===== src/hw/rtl/tscw_pkg.sv =====
// shared types and constants of the text screen character writer
package tscw_pkg;

  localparam int unsigned SCREEN_BYTES_DEF = 1024;

  localparam int unsigned CFG_INDEX_W = 1;
  localparam logic [CFG_INDEX_W-1:0] CFG_START_PAGE = 1'd0;
  localparam logic [CFG_INDEX_W-1:0] CFG_END_PAGE   = 1'd1;

  localparam logic [7:0]  START_PAGE_RST = 8'd248;
  localparam logic [7:0]  END_PAGE_RST   = 8'd252;
  localparam logic [15:0] CURSOR_RST     = 16'hf800;

  localparam logic [7:0] CELL_BLANK  = 8'h7f;
  localparam logic [7:0] CELL_CURSOR = 8'hff;
  localparam logic [7:0] ATTR_BIT    = 8'h80;

  localparam logic [7:0] CHAR_CANCEL = 8'h18;
  localparam logic [7:0] CHAR_DEL    = 8'h7f;
  localparam logic [7:0] CHAR_SPACE  = 8'h20;
  localparam logic [7:0] CHAR_CR     = 8'h0d;
  localparam logic [7:0] CHAR_FF     = 8'h0c;
  localparam logic [7:0] CHAR_VT     = 8'h0b;
  localparam logic [7:0] CHAR_TAB    = 8'h09;

  localparam logic [15:0] LINE_MASK  = 16'hffc0;
  localparam logic [15:0] TAB_MASK   = 16'hfff8;
  localparam logic [15:0] COL_MASK   = 16'h003f;
  localparam logic [15:0] LINE_BYTES = 16'd64;
  localparam logic [15:0] TAB_STEP   = 16'd8;
  // 63 blanked columns, counted 0..62
  localparam logic [5:0]  LINE_LAST  = 6'd62;

  typedef struct packed {
    logic       opcode;
    logic [7:0] char_code;
    logic [9:0] cell_offset;
  } tscw_in_t;

  typedef struct packed {
    logic [15:0] cursor_address;
    logic [7:0]  cell_data;
    logic        scrolled;
  } tscw_out_t;

  typedef enum logic [3:0] {
    DP_NOP,
    DP_CLEAR,
    DP_READ,
    DP_PUT,
    DP_FF,
    DP_COPY,
    DP_COPY_END,
    DP_LINE,
    DP_MARK
  } tscw_dp_op_e;

  typedef struct packed {
    logic        take;
    tscw_dp_op_e op;
    logic        out_load;
  } tscw_cmd_t;

  typedef struct packed {
    logic is_read;
    logic is_cancel;
    logic is_ff;
    logic scroll_hit;
    logic clr_last;
    logic ff_last;
    logic copy_last;
    logic line_last;
    logic out_free;
  } tscw_status_t;

endpackage


===== src/hw/rtl/tscw_ctrl.sv =====
// controller: sequences clear pass, item execution, sweeps and result hand-off
module tscw_ctrl import tscw_pkg::*; (
  input  logic         clk_i,
  input  logic         rst_ni,
  input  logic         in_valid_i,
  output logic         in_stall_o,
  input  tscw_status_t status_i,
  output tscw_cmd_t    cmd_o
);

  typedef enum logic [9:0] {
    S_CLEAR    = 10'b0000000001,
    S_IDLE     = 10'b0000000010,
    S_EXEC     = 10'b0000000100,
    S_RESP     = 10'b0000001000,
    S_FF       = 10'b0000010000,
    S_CHECK    = 10'b0000100000,
    S_COPY     = 10'b0001000000,
    S_COPY_END = 10'b0010000000,
    S_LINE     = 10'b0100000000,
    S_MARK     = 10'b1000000000
  } state_e;

  state_e state_q, state_d;

  always_comb begin
    state_d        = state_q;
    in_stall_o     = 1'b1;
    cmd_o.take     = 1'b0;
    cmd_o.op       = DP_NOP;
    cmd_o.out_load = 1'b0;
    unique case (state_q)
      S_CLEAR: begin
        cmd_o.op = DP_CLEAR;
        if (status_i.clr_last) state_d = S_IDLE;
      end
      S_IDLE: begin
        in_stall_o = 1'b0;
        if (in_valid_i) begin
          cmd_o.take = 1'b1;
          state_d    = S_EXEC;
        end
      end
      S_EXEC: begin
        if (status_i.is_read) begin
          cmd_o.op = DP_READ;
          state_d  = S_RESP;
        end else if (status_i.is_cancel) begin
          state_d = S_LINE;
        end else begin
          cmd_o.op = DP_PUT;
          state_d  = status_i.is_ff ? S_FF : S_CHECK;
        end
      end
      S_RESP: begin
        if (status_i.out_free) begin
          cmd_o.out_load = 1'b1;
          state_d        = S_IDLE;
        end
      end
      S_FF: begin
        cmd_o.op = DP_FF;
        if (status_i.ff_last) state_d = S_CHECK;
      end
      S_CHECK: begin
        state_d = status_i.scroll_hit ? S_COPY : S_MARK;
      end
      S_COPY: begin
        cmd_o.op = DP_COPY;
        if (status_i.copy_last) state_d = S_COPY_END;
      end
      S_COPY_END: begin
        // last copy write lands here, cursor moves to the bottom line
        cmd_o.op = DP_COPY_END;
        state_d  = S_LINE;
      end
      S_LINE: begin
        cmd_o.op = DP_LINE;
        if (status_i.line_last) state_d = S_MARK;
      end
      S_MARK: begin
        cmd_o.op = DP_MARK;
        if (status_i.out_free) begin
          cmd_o.out_load = 1'b1;
          state_d        = S_IDLE;
        end
      end
      default: begin
        state_d = S_IDLE;
      end
    endcase
  end

  always_ff @(posedge clk_i or negedge rst_ni) begin
    if (!rst_ni) begin
      state_q <= S_CLEAR;
    end else begin
      state_q <= state_d;
    end
  end

endmodule


===== config.mk =====
export PLATFORM = sky130hd
export DESIGN_NAME = tscw_ctrl
export DESIGN_NICKNAME = d
export VERILOG_FILES = /design/src/hw/rtl/tscw_pkg.sv /design/src/hw/rtl/tscw_ctrl.sv
export SDC_FILE = /design/constraint.sdc
export NUM_CORES = 1
export LEC_CHECK = 0
export BUFFER_PORTS_ARGS = -buffer_cell sky130_fd_sc_hd__buf_2
export CORE_MARGIN = 2
export CORE_UTILIZATION = 44
export DETAILED_ROUTE_END_ITERATION = 16
export GPL_ROUTABILITY_DRIVEN = 0
export PLACE_DENSITY = 0.72
export SETUP_SLACK_MARGIN = 0.1
export SLEW_MARGIN = 10
export SYNTH_ARGS = -nofsm -noshare
export SYNTH_HDL_FRONTEND = slang
export SYNTH_SLANG_ARGS = --single-unit

===== constraint.sdc =====
create_clock -name clk_i -period 1.79 [get_ports clk_i]
set_input_delay 0.179 -clock clk_i [delete_from_list [all_inputs] [get_ports clk_i]]
set_output_delay 0.179 -clock clk_i [all_outputs]
set_load 0.005 [all_outputs]

# Word-level counts from Yosys, hierarchy flattened
# Index checks and enable logic that the tools add are counted.
# totals
ff_bits,10
out_inout_bits,7
wordCells,38
# op_classes
n_eq_ne,16
muxes,19
n_reduce_logical,2
# op_table
op,count
one-hot mux 10 bit (9 select lines),1
2-to-1 mux 10 bit,7
one-hot mux 4 bit (7 select lines),1
2-to-1 mux 9 bit,2
"equality test 10 x 1 -> 1 bit, second input constant",1
"equality test 10 bit, second input constant",1
"equality test 10 x 2 -> 1 bit, second input constant",1
"equality test 10 x 3 -> 1 bit, second input constant",1
"equality test 10 x 4 -> 1 bit, second input constant",1
"equality test 10 x 5 -> 1 bit, second input constant",1
"equality test 10 x 6 -> 1 bit, second input constant",1
"equality test 10 x 7 -> 1 bit, second input constant",1
"equality test 10 x 8 -> 1 bit, second input constant",1
"equality test 10 x 9 -> 1 bit, second input constant",1
"!= test 2 bit, second input constant",5
2-to-1 mux 6 bit,1
AND reduction 6 bit,1
2-to-1 mux 1 bit,5
2-to-1 mux 2 bit,2
"!= test 2 x 1 -> 1 bit, second input constant",1
OR reduction 2 bit,1

# Logic depth before layout (Yosys ltp)
# Gate-level depths: netlist of run 1.
# logic_depth
depth_word,4
mapped_depth,6
ltp_nobuf,5

# Worst setup path after synthesis of run 1
# Ideal clock, no wire load.
# synth_path
path_type,register to register
from,register state_q[3]
to,register state_q[9]
setup_time_ns,0.125
t_arrival_ns,1.746
t_required_ns,1.665
path_slack_ns,-0.082
path_stages_with_launch,7
path_buffers,1
period_less_slack_ns,1.872
path_cell_list,dfrtp_1 > nor4_4 > nand4b_1 > o22ai_1 > or3_1 > buf_6 > mux2_4
# synth_between
elab_chain_len,4
word_cells_on_any_way,19
cone_classes,eq/ne (16); mux (1); reduce/logical (2)
# synth_rtl
element,line_no,source
"start, declared",tscw_ctrl.sv:24,"state_e state_q, state_d;"
"start signal, assigned",tscw_ctrl.sv:98,state_q <= state_d;
equality test 10 bit / equality test 10 x 4 -> 1 bit (equally long branches),tscw_ctrl.sv:32,unique case (state_q)
OR reduction 2 bit (no line),-,
!= test 2 x 1 -> 1 bit (no line),-,
AND reduction 6 bit (no line),-,
# Parallel ways exist; a longest one is shown, timed or not.
# A chain may end at the register's enable or synchronous reset.

==> impl_metrics.toml, run 1 <==
[drt]
wire_per_inst_um = 17.0
drt_first_pass_iters = 4
drcViolationCount = 0
drtIter0Drc = 26
postRouteAntennaNets = 0
routed_wirelength_um = 2240
viasPerCell = 5.70
num_vias = 753

[layout]
fin_nets = 129
fillers = 105
reg.largest.list = "state_q (10)"
largest_register_ff_count = 10
area.sequential_um2 = 254
drive_above_1_share_pct = 59.5
top_register = "state_q"
areaGrowthSynthToFinish_pct = 62.9
fin_cells = 132
diodes = 0
fin_area_um2 = 1090
multiInputGateArea_um2 = 443

[setup_path]
startpoint_type = "flop"
path_max_fanout = 3
critical_path_arrival_ns = 1.87
worstSetupEndpointType = "output pin"
critPathKind = "flop to output pin"
required_ns = 1.61
r2r_setup_slack_ns = -0.17

[place]
dp_hpwl_um = 1390
place_inst = 111
dp_slack_ns = -0.108
placed_area_um2 = 853
portBuffers = 18

[die]
core_um2 = 1450
die_h_um = 42.9
ios = 19
dieWidth_um = 42.9
row_count = 14
start_util_pct = 45.9
dieArea_um2 = 1840

[sta]
skew_ns = 0.00720
hold_viol_final = 0
fin_crit_ns = 2.05
finalCritPeriodShare_pct = 115
setup_tns_ns = -1.47
setup_ws_ns = -0.261
relSlewSlack_pct = 73.2
slew_violations = 0
finalSetupViolCount = 10
rsz0062_at_grt = "yes"
tightest_slew_ns = 0.399
max_freq_mhz = 488

[yosys]
netlist_instances = 67
synth_common_cells = "10 x nor2_1, 9 x dfrtp_1, 6 x nand4b_1"
synth_top_area_share_pct = 33.8
async_flop_share_pct = 100
syn-cell-area_um2 = 667
yosys_warnings = 0
synth_seq_cells = 10
syn_area_per_cell_um2 = 9.95
ys.flop_type = "dfrtp_1"
synth.largest_area_cell = "dfrtp_1"
seq_area_frac_synth_pct = 37.7
synthTopCellsByArea = "dfrtp_1 34%, nand4b_1 7.9%, nor4_4 6.4%"
synth.most_common_cell = "nor2_1"
syn_nets = 79
synth_edf_count = 0
synth_cell_type_count = 30

[clocking]
clockBufferDepth = 2
clk_pin_slew_ns = 0.06
insertion_delay_ns = 0.27
cts_buffers = 3
cts_tree = "yes"
cts-root-buf = "clkbuf_4"
ctsHtreeMaxLevel = 1
cts_sinks = 10

[global_route]
antenna_found_initial = 0
grt_pass1_wl_um = 3510
overflow = 0
grt_util_all_layers_pct = 26.4
grt_max_degree = 11
grt_pass1_vias = 775

[power]
p_sw_mw = 0.478
leakage_nw = 0.556
p_int_mw = 0.779
power.total_mw = 1.26
power_density_nw_per_um2 = 1160
p_sw_share_pct = 38.0
vdd_ir_drop_max_mv = 0.595
clkPwrFrac_pct = 13.6
combinationalPowerShare_pct = 61.3
power_frac_seq_pct = 25.1

[min_path]
hold_class = "input pin to flop"

[run]
drv_cap = 0

[status]
violations = "setup timing"
status = "finished, violations left"
[placed cells by master (no fill, tap or decap), types with 2 or more instances in the layout]
cell type	synthesis	final
buf_2	0	17
buf_4	0	23
buf_6	1	5
clkbuf_4	0	3
dfrtp_1	9	7
dfrtp_2	0	2
inv_1	5	5
nand3_4	1	2
nand4_1	3	3
nand4b_1	6	6
nor2_1	10	8
nor2_2	0	2
nor4_1	2	2
nor4_4	2	2
o21ai_0	3	2
o22ai_1	3	2
or3_4	0	2
[critical path, stage by stage, from the launching register on]
cell and delay, ns:
dfrtp_1 0.41, nor4_4 0.32, and3b_4 0.26, nand3_4 0.09, or3_4 0.34, nand4_1 0.07, buf_2 0.11
[what timing repair did]
item / CTS / global route
hold buffers: 1 / 0
pin swaps: 7 / 1
endpoints found under the setup margin: 14 / 15
hold endpoints to repair: 9 / 0
resized for setup: 17 / 0
setup buffers: 17 / 4
[metrics by stage]
| stage | hold slack, ns | util (%) |
|---|---|---|
| 2_1_floorplan | -0.117 | - |
| 3_3_place_gp | 0.0523 | 58.7 |
| 3_5_place_dp | 0.0547 | 58.7 |
| 4_1_cts | 0.0453 | 72.6 |
| 5_1_grt | 0.0537 | 74.7 |
| 6_report | 0.0469 | 74.7 |
[cell families after synthesis]
kind of cell / Yosys count / synth area share, %
compound gates: 11 / 12.2
xor+xnor: 1 / 1.31
buf+inv: 6 / 4.50
flops: 10 / 37.7
mux: 1 / 2.25
simple gates: 38 / 42.0
[layout make-up]
cell class | instances | share of cell area, %
tap | 16 | 1.84
sequential | 10 | 23.4
clock buffer | 4 | 2.42
multi-input combinational | 51 | 40.8
timing repair buffer | 46 | 29.8
inverter | 5 | 1.73
[final timing paths]
check,start,cells past startpoint,end
max in group asynchronous,rst_ni,2,state_q[0]
min reg2reg,state_q[0],2,state_q[0]
min,status_i[4],2,state_q[0]
min in group asynchronous,rst_ni,2,state_q[3]
max,state_q[5],6,cmd_o[1]
max reg2reg,state_q[0],7,state_q[1]
[power groups by stage]
stage	logic [mW]	clock network [mW]	registers, mW
floorplan	0.344	0	0.319
global placement	0.516	0	0.317
detailed placement	0.531	0	0.319
CTS	0.689	0.168	0.315
global route	0.825	0.177	0.323
finish	0.770	0.171	0.316
[metal layers]
layer	up-vias	track usage [%]	routed length, µm
li1	351	-	-
met1	364	31.6	945
met2	30	44.8	1110
met3	8	5.53	113
met4	0	12.1	76
met5	-	0	0
(Power assumes the default switching activity.)
==> inputs of run 2 (changes only) <==
Settings changed: CORE_UTILIZATION 44 to 47, CTS_BUF_LIST from default to sky130_fd_sc_hd__clkbuf_2 sky130_fd_sc_hd__clkbuf_4 sky130_fd_sc_hd__clkbuf_8, PLACE_DENSITY 0.72 to 0.76.
==> impl_metrics.toml, run 2 (same netlist as run 1, synthesis figures left out) <==
[setup_path]
cp_top_family = "simple AND/OR/NAND/NOR gates"
slowest_stage = "dfrtp_1"
critical_path_arrival_ns = 1.89
critPathKind = "flop to output pin"
cp.depth = 6
worstPathCellList = "nor4_4 > and3b_4 > nand3_4 > or3_4 > nand4_1 > buf_2"
path_max_fanout = 2
r2r_setup_slack_ns = -0.21
cp_slowest_stage_delay_ns = 0.41
startpoint_type = "flop"
ff2ff_path_depth = 8
worstSetupEndpointType = "output pin"
required_ns = 1.61
cp_num_buf_inv = 1

[power]
vdd_ir_drop_max_mv = 0.699
power_density_nw_per_um2 = 1230
leakage_nw = 0.538

[drt]
viasPerCell = 5.72
wire_per_inst_um = 15.6
drt_first_pass_iters = 4
drcViolationCount = 0
drtIter0Drc = 16
num_vias = 743
postRouteAntennaNets = 0
routed_wirelength_um = 2030

[die]
dieWidth_um = 41.7
start_util_pct = 50.6
row_count = 13
ios = 19
core_um2 = 1320
die_h_um = 41.7
dieArea_um2 = 1740

[place]
dp_hpwl_um = 1400
place_inst = 110
dp_slack_ns = -0.0646
portBuffers = 18

[sta]
finalCritPeriodShare_pct = 116
setup_ws_ns = -0.278
tightest_slew_ns = 0.339
setup_tns_ns = -1.87
rsz0062_at_grt = "yes"
max_freq_mhz = 483
slew_violations = 0
finalSetupViolCount = 12
fin_crit_ns = 2.07
skew_ns = 0.00877
relSlewSlack_pct = 77.2
hold_viol_final = 0

[layout]
top_register = "state_q"
fillers = 87
reg.largest.list = "state_q (10)"
fin_nets = 128
final_common_cell = "buf_4"
final_util_pct = 80.7
fin_cells = 130
drive_above_1_share_pct = 60.0
largest_register_ff_count = 10
layout_common_cells = "21 x buf_4, 18 x buf_2, 8 x nor2_1, 7 x dfrtp_1, 6 x nand4b_1"
diodes = 0
areaGrowthSynthToFinish_pct = 59.5

[status]
violations = "setup timing"
status = "finished, violations left"

[clocking]
clockBufferDepth = 2
ctsHtreeMaxLevel = 1
clk_pin_slew_ns = 0.06
cts_tree = "yes"
cts-root-buf = "clkbuf_4"
cts_buffers = 3
insertion_delay_ns = 0.27
cts_sinks = 10

[global_route]
overflow = 0
antenna_found_initial = 0
grt_pass1_wl_um = 3420
grt_max_degree = 11
grt_util_all_layers_pct = 26.0
grt_pass1_vias = 742

[run]
drv_cap = 0

[min_path]
hold_path_depth = 2
hold_class = "input pin to flop"
-- run 2: changes by cell type in the layout (fill, tap and decap cells not counted), sizes merged --
cell	previous run	this run
buf	45	44
-- run 2: layout make-up --
| cell class | instances | area, µm² | share of cell area (%) |
|---|---|---|---|
| Multi-Input combinational cell | 51 | 428 | 40.2 |
| Timing Repair Buffer | 45 | 314 | 29.5 |
| Sequential cell | 10 | 254 | 23.9 |
| Clock buffer | 4 | 30.0 | 2.82 |
| Inverter | 5 | 18.8 | 1.76 |
| Tap cell | 15 | 18.8 | 1.76 |
-- run 2: per-layer routing --
| layer | vias up | GRT usage, % | part of all wire, % |
|---|---|---|---|
| li1 | 356 | - | - |
| met1 | 344 | 33.0 | 44 |
| met2 | 35 | 42.2 | 48 |
| met3 | 8 | 5.22 | 5.6 |
| met4 | 0 | 12.3 | 2.2 |
| met5 | - | 0 | 0 |
-- run 2: worst register-to-register path, cell delays in order, from the launching register on --
cell,delay [ns]
dfstp_2,0.57
nor2_4,0.04
and3b_4,0.19
buf_4,0.13
buf_6,0.10
and3b_1,0.16
or3_4,0.38
buf_6,0.14
o32ai_2,0.19
-- run 2: repair_timing --
action	4_1_cts	5_1_grt
pin swaps	7	2
endpoints found under the hold margin	10	0
setup buffers	11	5
hold buffers	1	0
gates resized for setup	11	6
setup endpoints to repair	12	14
-- run 2: report_power, final --
part           internal (mW)  total (mW)  leakage (nW)  switching (mW)
logic                  0.466       0.801         0.390           0.335
clock network          0.101       0.180        0.0184          0.0784
registers              0.262       0.324         0.129          0.0624
total                  0.829        1.30         0.538           0.475
-- run 2: metrics by stage --
stage	cell area, µm²	hold WS (ns)	total power, mW
2_1_floorplan	672	-0.117	0.664
3_3_place_gp	852	0.0467	0.825
3_5_place_dp	852	0.0471	0.842
4_1_cts	1020	0.0415	1.24
5_1_grt	1060	0.0784	1.38
6_report	1060	0.0628	1.30
-- run 2: path summary, 6_finish.rpt --
check | startpoint | to
worst min-delay path | status_i[4] | state_q[0]
min in group asynchronous | rst_ni | state_q[7]
worst min register to register | state_q[9] | state_q[9]
worst max-delay path | state_q[6] | cmd_o[1]
worst max register to register | state_q[0] | state_q[1]
max in group asynchronous | rst_ni | state_q[0]
==> inputs of run 3 (changes only) <==
Settings changed: CAP_MARGIN from default to 20, GPL_TIMING_DRIVEN from default to 0, REMOVE_ABC_BUFFERS from default to 1.
==> impl_metrics.toml, run 3 (same netlist as run 1, synthesis figures left out) <==
[layout]
layout_common_cells = "22 x buf_4, 17 x buf_2, 8 x nor2_1, 6 x nand4b_1, 6 x dfrtp_1"
area.sequential_um2 = 255
diodes = 0
fillers = 80
fin_nets = 126
multiInputGateArea_um2 = 440
areaGrowthSynthToFinish_pct = 58.5
fin_cells = 128
drive_above_1_share_pct = 61.1
largest_register_ff_count = 10
fin_area_um2 = 1060
top_register = "state_q"
final_common_cell = "buf_4"
reg.largest.list = "state_q (10)"

[drt]
num_vias = 781
drcViolationCount = 0
wire_per_inst_um = 16.9
postRouteAntennaNets = 0
viasPerCell = 6.10
drtIter0Drc = 45
routed_wirelength_um = 2170
drt_first_pass_iters = 4

[die]
row_count = 13
dieArea_um2 = 1740
die_h_um = 41.7
ios = 19
start_util_pct = 50.6
core_um2 = 1320
dieWidth_um = 41.7

[sta]
holdWs_ns = 0.0398
hold_viol_final = 0
setup_ws_ns = -0.293
skew_ns = 0.00403
fin_crit_ns = 2.08
finalSetupViolCount = 10
max_freq_mhz = 480
slew_violations = 0
finalCritPeriodShare_pct = 116
relSlewSlack_pct = 78.4
tightest_slew_ns = 0.322
rsz0062_at_grt = "yes"

[power]
power_density_nw_per_um2 = 1180
leakage_nw = 0.530
power.total_mw = 1.24
vdd_ir_drop_max_mv = 0.632

[global_route]
grt_max_degree = 11
grt_pass1_vias = 750
overflow = 0
grt_util_all_layers_pct = 25.4
antenna_found_initial = 0
grt_pass1_wl_um = 3390

[clocking]
clk_pin_slew_ns = 0.07
clockBufferDepth = 2
cts_tree = "yes"
insertion_delay_ns = 0.27
cts-root-buf = "clkbuf_4"
cts_sinks = 10
ctsHtreeMaxLevel = 1
cts_buffers = 3

[status]
status = "finished, violations left"
violations = "setup timing"

[min_path]
hold_class = "input pin to flop"

[place]
dp_hpwl_um = 1180
place_inst = 99
portBuffers = 18
placed_area_um2 = 764

[run]
drv_cap = 0

[setup_path]
critPathKind = "flop to output pin"
worstSetupEndpointType = "output pin"
path_max_fanout = 5
startpoint_type = "flop"
critical_path_arrival_ns = 1.90
required_ns = 1.61
-- run 3: routing by layer --
metal,GRT usage (%),vias up,wire (µm)
li1,-,350,-
met4,9.03,0,60
met2,44.4,46,1090
met5,0,-,0
met1,30.4,375,863
met3,5.22,10,150
-- run 3: repair_timing --
| item | in CTS | in global routing |
|---|---|---|
| endpoints found under the setup margin | 13 | 14 |
| buffers inserted | 17 | 7 |
| hold buffers | 1 | 0 |
| gates resized for setup | 12 | 6 |
| pin swaps | 10 | 3 |
| endpoints found under the hold margin | 9 | 0 |
-- run 3: cell type report --
class / count / share of cell area (%)
Clock buffer: 4 / 2.84
Inverter: 5 / 1.78
Timing Repair Buffer: 43 / 27.8
Multi-Input combinational cell: 51 / 41.7
Tap cell: 15 / 1.78
Sequential cell: 10 / 24.1
-- run 3: critical path, cell delays in order, from the launching register on --
cell,delay (ns)
dfrtp_2,0.44
nor4_4,0.31
and3b_4,0.26
nand3_4,0.08
or3_4,0.34
nand4_1,0.09
buf_2,0.12
-- run 3: worst paths after layout --
kind / startpoint / end / slack [ns] / depth (start not counted)
worst max-delay path: state_q[5] / cmd_o[1] / -0.29 / 6
worst min-delay path: status_i[4] / state_q[0] / 0.04 / 2
worst max register to register: state_q[1] / state_q[9] / -0.26 / 7
worst min register to register: state_q[3] / state_q[3] / 0.62 / 1
max in group asynchronous: rst_ni / state_q[0] / 1.23 / 2
min in group asynchronous: rst_ni / state_q[8] / 0.30 / 2
-- run 3: report_power, final --
group	leakage, nW	switching (mW)	total (mW)	internal [mW]
Clock	0.0184	0.0850	0.186	0.101
Combinational	0.384	0.328	0.728	0.400
Sequential	0.128	0.0674	0.330	0.263
-- run 3: per-stage QoR --
stage                     setup slack (ns)  TNS, ns  util, %
final                               -0.293    -1.62     80.2
after global routing                -0.364    -2.27     80.2
after CTS                           -0.262   -0.499     74.3
after detailed placement            -0.416    -1.39     58.0
after global placement              -0.385    -1.20     58.0
after floorplan                    -0.0916  -0.0916        -
